### config.mk
export PLATFORM = sky130hd
export DESIGN_NAME = binary_keyvalue_record_tokenizer_top
export DESIGN_NICKNAME = d
export VERILOG_FILES = /design/src/bkvt_pkg.sv /design/src/bkvt_step.sv /design/src/binary_keyvalue_record_tokenizer_top.sv
export SDC_FILE = /design/constraint.sdc
export NUM_CORES = 1
export LEC_CHECK = 0
export BUFFER_PORTS_ARGS = -buffer_cell sky130_fd_sc_hd__buf_2
export CAP_MARGIN = 0
export CELL_PAD_IN_SITES_DETAIL_PLACEMENT = 1
export CELL_PAD_IN_SITES_GLOBAL_PLACEMENT = 1
export CORE_MARGIN = 5
export CORE_UTILIZATION = 49
export DETAILED_ROUTE_END_ITERATION = 16
export PLACE_DENSITY = 0.93
export SLEW_MARGIN = 20
export SYNTH_ARGS = -nofsm -noshare
export SYNTH_HDL_FRONTEND = slang
export SYNTH_SLANG_ARGS = --single-unit
### constraint.sdc
create_clock -name clk -period 7.7 [get_ports clk]
set_clock_uncertainty 0.2 [all_clocks]
set_input_delay 1.155 -clock clk [delete_from_list [all_inputs] [get_ports clk]]
set_output_delay 1.155 -clock clk [all_outputs]
set_load 0.02 [all_outputs]
### src/bkvt_pkg.sv
// Shared types, byte codes and key name tables for the record tokenizer.
package bkvt_pkg;

  typedef enum logic [2:0] {
    PH_ENTRY = 3'd0,
    PH_WAIT  = 3'd1,
    PH_KEY   = 3'd2,
    PH_VALUE = 3'd3,
    PH_END   = 3'd4
  } phase_t;

  typedef enum logic [2:0] {
    K_STR  = 3'd0,
    K_BOOL = 3'd1,
    K_LIST = 3'd2,
    K_DATE = 3'd3,
    K_ID   = 3'd4
  } kind_t;

  typedef enum logic [1:0] {
    LP_WAIT  = 2'd0,
    LP_INDEX = 2'd1,
    LP_ITEM  = 2'd2
  } lphase_t;

  typedef enum logic [3:0] {
    EV_NONE      = 4'd0,
    EV_KEYBYTE   = 4'd1,
    EV_KEYCLEAR  = 4'd2,
    EV_KEYDONE   = 4'd3,
    EV_STRBYTE   = 4'd4,
    EV_STRDONE   = 4'd5,
    EV_TRUE      = 4'd6,
    EV_FALSE     = 4'd7,
    EV_BOOLUNSET = 4'd8,
    EV_DATE      = 4'd9,
    EV_ID        = 4'd10,
    EV_ITEMBYTE  = 4'd11,
    EV_ITEMDONE  = 4'd12,
    EV_ENTRYDONE = 4'd13
  } event_t;

  localparam logic [7:0] BYTE_NUL     = 8'h00;
  localparam logic [7:0] BYTE_STR     = 8'h01;
  localparam logic [7:0] BYTE_BOOL    = 8'h02;
  localparam logic [7:0] BYTE_TRAILER = 8'h08;

  localparam logic [3:0] DATE_KEY_LEN = 4'd12;
  localparam logic [3:0] ID_KEY_LEN   = 4'd5;
  localparam logic [3:0] KEY_POS_MAX  = 4'd15;

  localparam logic [1:0] MATCH_ALL = 2'b11;
  localparam logic [1:0] ID_LAST   = 2'd3;
  localparam logic [1:0] END_LAST  = 2'd2;

  typedef struct packed {
    phase_t      phase;
    kind_t       kind;
    lphase_t     lphase;
    logic [1:0]  trailer_cnt;
    logic [1:0]  id_cnt;
    logic [23:0] id_low;
    logic [3:0]  key_pos;
    logic [1:0]  key_match;  // bit 0: date key prefix, bit 1: id key prefix
  } state_t;

  typedef struct packed {
    event_t      ev;
    logic [7:0]  data;
    kind_t       kind;
    logic [31:0] idv;
  } res_t;

  // "lastplaytime", one character per key position
  function automatic logic [7:0] date_char(input logic [3:0] pos);
    logic [7:0] c;
    case (pos)
      4'd0:    c = 8'h6c;
      4'd1:    c = 8'h61;
      4'd2:    c = 8'h73;
      4'd3:    c = 8'h74;
      4'd4:    c = 8'h70;
      4'd5:    c = 8'h6c;
      4'd6:    c = 8'h61;
      4'd7:    c = 8'h79;
      4'd8:    c = 8'h74;
      4'd9:    c = 8'h69;
      4'd10:   c = 8'h6d;
      4'd11:   c = 8'h65;
      default: c = 8'h00;
    endcase
    return c;
  endfunction

  // "appid"
  function automatic logic [7:0] id_char(input logic [3:0] pos);
    logic [7:0] c;
    case (pos)
      4'd0:    c = 8'h61;
      4'd1:    c = 8'h70;
      4'd2:    c = 8'h70;
      4'd3:    c = 8'h69;
      4'd4:    c = 8'h64;
      default: c = 8'h00;
    endcase
    return c;
  endfunction

endpackage

### src/bkvt_step.sv
// Next-state and event logic for one byte of the record stream.
module bkvt_step (
  input  bkvt_pkg::state_t st,
  input  logic [7:0]       byte_in,
  output bkvt_pkg::state_t st_nxt,
  output bkvt_pkg::res_t   res
);

  bkvt_pkg::event_t ev;
  logic [7:0]       data;
  logic [31:0]      idv;

  always_comb begin
    st_nxt = st;
    ev     = bkvt_pkg::EV_NONE;
    data   = 8'd0;
    idv    = 32'd0;
    case (st.phase)
      bkvt_pkg::PH_ENTRY: begin
        if (byte_in == bkvt_pkg::BYTE_BOOL) begin
          st_nxt.phase = bkvt_pkg::PH_KEY;
          st_nxt.kind  = bkvt_pkg::K_BOOL;
        end else if (byte_in == bkvt_pkg::BYTE_STR) begin
          st_nxt.phase = bkvt_pkg::PH_KEY;
          st_nxt.kind  = bkvt_pkg::K_STR;
        end
      end
      bkvt_pkg::PH_WAIT: begin
        if (byte_in != bkvt_pkg::BYTE_TRAILER) begin
          st_nxt.phase = bkvt_pkg::PH_KEY;
          if (byte_in == bkvt_pkg::BYTE_STR) begin
            st_nxt.kind = bkvt_pkg::K_STR;
          end else if (byte_in == bkvt_pkg::BYTE_BOOL) begin
            st_nxt.kind = bkvt_pkg::K_BOOL;
          end else if (byte_in == bkvt_pkg::BYTE_NUL) begin
            st_nxt.kind = bkvt_pkg::K_LIST;
          end
        end
      end
      bkvt_pkg::PH_KEY: begin
        if (byte_in == bkvt_pkg::BYTE_STR) begin
          st_nxt.key_pos   = 4'd0;
          st_nxt.key_match = bkvt_pkg::MATCH_ALL;
          ev               = bkvt_pkg::EV_KEYCLEAR;
        end else if (byte_in != bkvt_pkg::BYTE_NUL) begin
          if (st.key_pos >= bkvt_pkg::DATE_KEY_LEN ||
              bkvt_pkg::date_char(st.key_pos) != byte_in) begin
            st_nxt.key_match[0] = 1'b0;
          end
          if (st.key_pos >= bkvt_pkg::ID_KEY_LEN ||
              bkvt_pkg::id_char(st.key_pos) != byte_in) begin
            st_nxt.key_match[1] = 1'b0;
          end
          if (st.key_pos < bkvt_pkg::KEY_POS_MAX) begin
            st_nxt.key_pos = st.key_pos + 4'd1;
          end
          ev   = bkvt_pkg::EV_KEYBYTE;
          data = byte_in;
        end else begin
          if (st.key_pos == bkvt_pkg::DATE_KEY_LEN && st.key_match[0]) begin
            st_nxt.kind = bkvt_pkg::K_DATE;
          end
          if (st.key_pos == bkvt_pkg::ID_KEY_LEN && st.key_match[1]) begin
            st_nxt.kind = bkvt_pkg::K_ID;
          end
          st_nxt.key_pos   = 4'd0;
          st_nxt.key_match = bkvt_pkg::MATCH_ALL;
          st_nxt.phase     = bkvt_pkg::PH_VALUE;
          ev               = bkvt_pkg::EV_KEYDONE;
        end
      end
      bkvt_pkg::PH_VALUE: begin
        case (st.kind)
          bkvt_pkg::K_STR: begin
            if (byte_in != bkvt_pkg::BYTE_NUL) begin
              ev   = bkvt_pkg::EV_STRBYTE;
              data = byte_in;
            end else begin
              ev           = bkvt_pkg::EV_STRDONE;
              st_nxt.phase = bkvt_pkg::PH_WAIT;
            end
          end
          bkvt_pkg::K_BOOL: begin
            if (byte_in == bkvt_pkg::BYTE_STR) begin
              ev = bkvt_pkg::EV_TRUE;
            end else if (byte_in == bkvt_pkg::BYTE_NUL) begin
              ev = bkvt_pkg::EV_FALSE;
            end else begin
              ev = bkvt_pkg::EV_BOOLUNSET;
            end
            st_nxt.phase = bkvt_pkg::PH_END;
          end
          bkvt_pkg::K_DATE: begin
            ev           = bkvt_pkg::EV_DATE;
            st_nxt.phase = bkvt_pkg::PH_END;
          end
          bkvt_pkg::K_ID: begin
            if (st.id_cnt != bkvt_pkg::ID_LAST) begin
              // little-endian: byte lands at lane id_cnt
              st_nxt.id_low = st.id_low | ({16'd0, byte_in} << {st.id_cnt, 3'b000});
              st_nxt.id_cnt = st.id_cnt + 2'd1;
            end else begin
              idv           = {byte_in, st.id_low};
              ev            = bkvt_pkg::EV_ID;
              st_nxt.id_cnt = 2'd0;
              st_nxt.id_low = 24'd0;
              st_nxt.phase  = bkvt_pkg::PH_WAIT;
            end
          end
          bkvt_pkg::K_LIST: begin
            case (st.lphase)
              bkvt_pkg::LP_WAIT: begin
                if (byte_in == bkvt_pkg::BYTE_TRAILER) begin
                  if (st.trailer_cnt == 2'd0) begin
                    st_nxt.trailer_cnt = 2'd1;
                  end else begin
                    st_nxt.trailer_cnt = 2'd0;
                    st_nxt.phase       = bkvt_pkg::PH_ENTRY;
                    ev                 = bkvt_pkg::EV_ENTRYDONE;
                  end
                end else begin
                  st_nxt.lphase = bkvt_pkg::LP_INDEX;
                end
              end
              bkvt_pkg::LP_INDEX: begin
                if (byte_in == bkvt_pkg::BYTE_NUL) begin
                  st_nxt.lphase = bkvt_pkg::LP_ITEM;
                end
              end
              bkvt_pkg::LP_ITEM: begin
                if (byte_in != bkvt_pkg::BYTE_NUL) begin
                  ev   = bkvt_pkg::EV_ITEMBYTE;
                  data = byte_in;
                end else begin
                  ev            = bkvt_pkg::EV_ITEMDONE;
                  st_nxt.lphase = bkvt_pkg::LP_WAIT;
                end
              end
              default: begin
              end
            endcase
          end
          default: begin
          end
        endcase
      end
      bkvt_pkg::PH_END: begin
        // trailing bytes after a boolean or date value
        if (st.kind == bkvt_pkg::K_BOOL || st.kind == bkvt_pkg::K_DATE) begin
          if (st.trailer_cnt < bkvt_pkg::END_LAST) begin
            st_nxt.trailer_cnt = st.trailer_cnt + 2'd1;
          end else if (st.trailer_cnt == bkvt_pkg::END_LAST) begin
            st_nxt.trailer_cnt = 2'd0;
            st_nxt.phase       = bkvt_pkg::PH_WAIT;
          end
        end
      end
      default: begin
      end
    endcase
  end

  always_comb begin
    res.ev   = ev;
    res.data = data;
    res.kind = st_nxt.kind;
    res.idv  = idv;
  end

endmodule

### src/binary_keyvalue_record_tokenizer_top.sv
// Top level: byte input register, tokenizer step logic and event output register.
// A byte passes the input register, then its event the output register.
// Throughput: one byte per cycle unless stalled; one event transaction per byte.
// The parse state updates in the same edge that loads the output register.
// Reset (rst_n low, synchronous) empties both registers and returns the parser
// to the entry-type phase with string type.
module binary_keyvalue_record_tokenizer_top (
  input  logic        clk,
  input  logic        rst_n,
  input  logic        in_valid,
  output logic        in_stall,
  input  logic [7:0]  in_byte_in,
  output logic        out_valid,
  input  logic        out_stall,
  output logic [3:0]  out_event_res,
  output logic [7:0]  out_data_byte,
  output logic [2:0]  out_value_kind,
  output logic [31:0] out_id_value
);

  logic             byte_vld_r;
  logic [7:0]       byte_r;
  logic             out_vld_r;
  bkvt_pkg::res_t   res_r;
  bkvt_pkg::res_t   res_nxt;
  bkvt_pkg::state_t st_r;
  bkvt_pkg::state_t st_nxt;
  logic             out_free;
  logic             advance;

  bkvt_step u_step (
    .st      (st_r),
    .byte_in (byte_r),
    .st_nxt  (st_nxt),
    .res     (res_nxt)
  );

  assign out_free = !out_vld_r || !out_stall;
  assign advance  = byte_vld_r && out_free;
  assign in_stall = byte_vld_r && !out_free;

  always_ff @(posedge clk) begin
    if (!rst_n) begin
      byte_vld_r <= 1'b0;
    end else if (!in_stall) begin
      byte_vld_r <= in_valid;
    end
  end

  always_ff @(posedge clk) begin
    if (in_valid && !in_stall) begin
      byte_r <= in_byte_in;
    end
  end

  always_ff @(posedge clk) begin
    if (!rst_n) begin
      out_vld_r <= 1'b0;
    end else if (out_free) begin
      out_vld_r <= byte_vld_r;
    end
  end

  always_ff @(posedge clk) begin
    if (advance) begin
      res_r <= res_nxt;
    end
  end

  always_ff @(posedge clk) begin
    if (!rst_n) begin
      st_r.phase       <= bkvt_pkg::PH_ENTRY;
      st_r.kind        <= bkvt_pkg::K_STR;
      st_r.lphase      <= bkvt_pkg::LP_WAIT;
      st_r.trailer_cnt <= 2'd0;
      st_r.id_cnt      <= 2'd0;
      st_r.id_low      <= 24'd0;
      st_r.key_pos     <= 4'd0;
      st_r.key_match   <= bkvt_pkg::MATCH_ALL;
    end else if (advance) begin
      st_r <= st_nxt;
    end
  end

  assign out_valid      = out_vld_r;
  assign out_event_res  = res_r.ev;
  assign out_data_byte  = res_r.data;
  assign out_value_kind = res_r.kind;
  assign out_id_value   = res_r.idv;

endmodule
==> PnR_summary.wiki <==
{| class="wikitable"
! Metric !! Value
|-
| Clock latency reported for the late side of the worst-skew pair || about 0.4 ns
|-
| Routability congestion estimate || 0.9422
|-
| Via count of the first global-routing pass || about 4.2k
|-
| Number of detailed-routing iterations run before antenna repair || 4
|-
| Clock root cell || clkbuf_8
|-
| CTS tree || done
|-
| Synth top area cells || edfxtp_1 34%, dfxtp_1 21%, and2_1 5.4%
|-
| Post-CTS Repair Setup Buffers || 0
|-
| Fraction of power spent switching nets || 0.2611
|-
| Hold path startpoint || st_r[13]
|-
| Kind of path behind the tightest hold check || flop to flop
|-
| Average routed wire per standard cell || approximately 20 um
|-
| Mean Syn Cell Area || 10.17 um^2
|-
| Detailed placement HPWL || roughly 9000 um
|-
| Number of antenna violations at the first check in global routing || 0
|-
| Share of cells above drive strength 1 || 0.1765
|-
| Overall fraction of global-route tracks in use || 0.2335
|-
| Delay of the slowest cell on the worst path || 0.58 ns
|-
| Worst setup slack for register-to-register paths || around 4.2 ns
|-
| Fmax || 253.7 MHz
|-
| Standard-cell row count || 36
|-
| Slowest cell on crit path || buf_4
|-
| Max-slew headroom at the worst pin || 0.3523
|-
| Synth Register Bits || between 100 and 150
|-
| Count of instances resized after the clock tree is built || 0
|-
| Period utilisation layout || 0.5120
|-
| Final setup violation count || 0
|-
| Post-synthesis sequential area ratio || 0.5479
|-
| WS Path Type || input port to flop
|-
| Number of buffers inserted during clock tree synthesis || 9
|-
| Max_cap viols || 0
|-
| Cells after Synth || between 400 and 500
|-
| Worst-path cell chain || buf_2 > nand2_1 > nand2_1 > inv_2 > buf_4 > nand2_1 > or4_1 > o21ai_0 > nand2_1 > ha_1 > a211oi_1 > a21oi_1
|-
| Floorplan Core Area || 9684 um^2
|-
| Detailed Route WL || between 10000 and 15000 um
|-
| Number of design-rule violations left by the first detailed-router iteration || 303
|-
| Area of all sequential standard cells || between 2000 and 3000 um^2
|-
| Async set-or-reset flop fraction in the synthesized netlist || 0
|-
| Data required time of the critical path || 7.74 ns
|-
| Share of the synthesized area in the top cell type || 0.3412
|-
| Area of combinational cells with multiple inputs || roughly 2000 um^2
|-
| Count of boundary I/O pins || just over 60
|-
| Mapped cell area || between 4000 and 5000 um^2
|-
| Static Leak || between 0.002 and 0.0025 uW
|-
| Final sum of negative setup slack || 0 ns
|-
| Die Span X || roughly 110 um
|-
| Post-synthesis cell type count || 60
|-
| Combinational group share of total power || 0.058
|-
| Reported net switching power || roughly 280 uW
|-
| Global-route wire length before repair || 21510 um
|-
| Antenna diode instance count || 0
|-
| Peak VDD IR || roughly 0.00011 V
|-
| Post-route DRC || 0
|-
| Category of the worst setup path capture point || flop
|-
| Final Power || 1057 uW
|-
| Maximum number of pins on one net before global-route repair || 62
|-
| Level count of the clock H-tree || 3
|-
| Number of buffer and inverter stages on the critical path || 3
|-
| Final Net Count || roughly 550
|-
| Cell Int Power || between 700 and 800 uW
|-
| Global-route congestion overflow total || 0
|-
| Cell family with most CP delay || simple AND/OR/NAND/NOR gates
|-
| Number of vias per cell after detailed routing || around 6
|-
| Initial Utilization || 0.4999
|-
| Clock network power share || 0.354
|-
| Worst-Margin Slew || 0.9642 ns
|-
| Buffer depth of the longest clock path || 2
|-
| Reg-to-Reg Start || st_r[40]
|-
| Highest metal layer used by the detailed router || met4
|-
| Count of clock tree sinks || roughly 110
|-
| Worst Path Max Fanout || around 60
|-
| Count of final max-slew check failures || 0
|-
| Number of hold buffers added after cts || 0
|-
| RSZ-0062 raised after global routing || false
|-
| Sequential share of power || 0.588
|-
| Run status || complete, no violations
|-
| ANT nets after route || 0
|-
| Die footprint || about 12000 um^2
|-
| WHS Path Cells || 2
|-
| Number of inserted filler cells in the final layout || around 1.1k
|-
| Routed length on met1 || roughly 5500 um
|-
| Cell accounting for the most synthesized area || edfxtp_1
|-
| Die Ht || about 110 um
|-
| Post-synth EDFFs || 55
|-
| Vias || roughly 3.9k
|-
| Worst min-delay path endpoint || st_r[13]
|-
| Net Count, Synth || about 500
|-
| Met3 wire len || ~660 um
|-
| CP Launch Type || input port
|-
| I/O Buffers || 60
|-
| Clk slew on worst S/H paths || approximately 0.11 ns
|-
| Yosys warns || 0
|-
| Layout overhead on the synthesized area || 12.23%
|-
| Most used flip-flop cell after synthesis || edfxtp_1
|-
| Met2 routed wirelength || between 6000 and 7000 um
|-
| Final count of hold timing violations || 0
|-
| Pwr dens || ~200 nW/um^2
|-
| Final critical delay including setup and external delays || between 3 and 4 ns
|-
| Number of cell instances on the worst register-to-register path || 8
|-
| Most used cell along the critical path || nand2_1
|-
| Worst path arrival time || approximately 4.0 ns
|}
## cell usage after synthesis, drive strengths merged (2+ instances only)
| cell | n |
|---|---|
| edfxtp | 55 |
| o41ai | 2 |
| and3 | 6 |
| a21oi | 43 |
| or4 | 4 |
| or2 | 2 |
| nand4 | 7 |
| nor4 | 5 |
| clkbuf | 19 |
| o31ai | 3 |
| nor2b | 5 |
| inv | 20 |
| buf | 9 |
| dfxtp | 50 |
| a32oi | 3 |
| a31oi | 9 |
| nor3b | 5 |
| nand2 | 34 |
| xnor2 | 4 |
| o211a | 3 |
| or3 | 4 |
| nor3 | 8 |
| xor2 | 4 |
| o21ai | 21 |
| and2 | 42 |
| ha | 13 |
| o221ai | 3 |
| a211oi | 2 |
| nand3 | 9 |
| o22ai | 5 |
| nor2 | 53 |
| mux2i | 5 |
| a311oi | 2 |
## cell type report
class                   count  share of cell area
well taps                 133             0.03063
clock buffers               9             0.02280
clock inverters             7             0.01773
multi-input cells         323              0.3673
flip-flops and latches    105              0.4883
inverters                  20             0.01382
repair buffers             63             0.05942
## through the flow
stage	std cells	util	hold WS, ns	area [um^2]	setup slack (ns)
global placement	644	0.5376	0.2391	5206	3.635
floorplan	476	-	0.2285	4841	3.663
detailed placement	644	0.5376	0.2577	5206	3.370
CTS	660	0.5603	0.2840	5426	3.736
global route	660	0.5610	0.3258	5433	3.490
finish	660	0.5610	0.2816	5433	3.758
## worst register-to-register path, delay by kind of cell (launching register included)
kind,cells,cell delay [ns]
AOI/OAI and AO/OA,3,0.43
adders and majority gates,1,0.37
DFF,1,0.68
and+or+nand+nor,4,1.68
## power groups by stage
stage | Clock, uW | Combinational, uW | Sequential, uW
6_report | 374 | 61.6 | 621
5_1_grt | 400 | 66.8 | 623
4_1_cts | 373 | 61.8 | 621
3_5_place_dp | 0 | 61.5 | 634
3_3_place_gp | 0 | 58.7 | 632
2_1_floorplan | 0 | 32.8 | 636
## cell families (layout without fill, tap and decap cells)
logic type / after synthesis / after routing / share of synthesized area
compound gates: 106 / 106 / 0.1354
xor+xnor: 8 / 8 / 0.01447
fa+ha+maj: 13 / 13 / 0.03360
buf+inv: 48 / 99 / 0.04110
flops: 105 / 105 / 0.5479
mux: 5 / 5 / 0.01034
simple gates: 191 / 191 / 0.2171
## placed cells by master (no fill, tap or decap), types with 4 or more instances in the layout
master    count
buf_2        60
edfxtp_1     55
nor2_1       53
dfxtp_1      50
a21oi_1      43
and2_1       42
nand2_1      34
o21ai_0      20
inv_1        19
ha_1         13
nand3_1       9
a31oi_1       9
clkbuf_8      9
nor3_1        7
nand4_1       7
and3_1        6
nor2b_1       5
mux2i_1       5
o22ai_1       5
xnor2_1       4
or3_1         4
xor2_1        4
## sequential cells by signal, indices dropped and copies added (netlist names), named ones only
name / count
byte_r: 8
byte_vld_r: 1
out_data_byte: 8
out_event_res: 4
out_id_value: 32
out_valid: 1
out_value_kind: 3
st_r: 42
## per-layer routing
layer | vias up | track usage
met4 | 0 | 0.1095
met1 | 1974 | 0.2823
met2 | 152 | 0.4093
li1 | 1793 | -
met3 | 30 | 0.03288
met5 | - | 0
## worst max-delay path by stage
stage                    from  cells past startpoint    to
floorplan           out_stall                      8  flop
global placement    out_stall                     12  flop
detailed placement  out_stall                     12  flop
CTS                 out_stall                     12  flop
global route        out_stall                     12  flop
finish              out_stall                     12  flop
(Power assumes the default switching activity.)
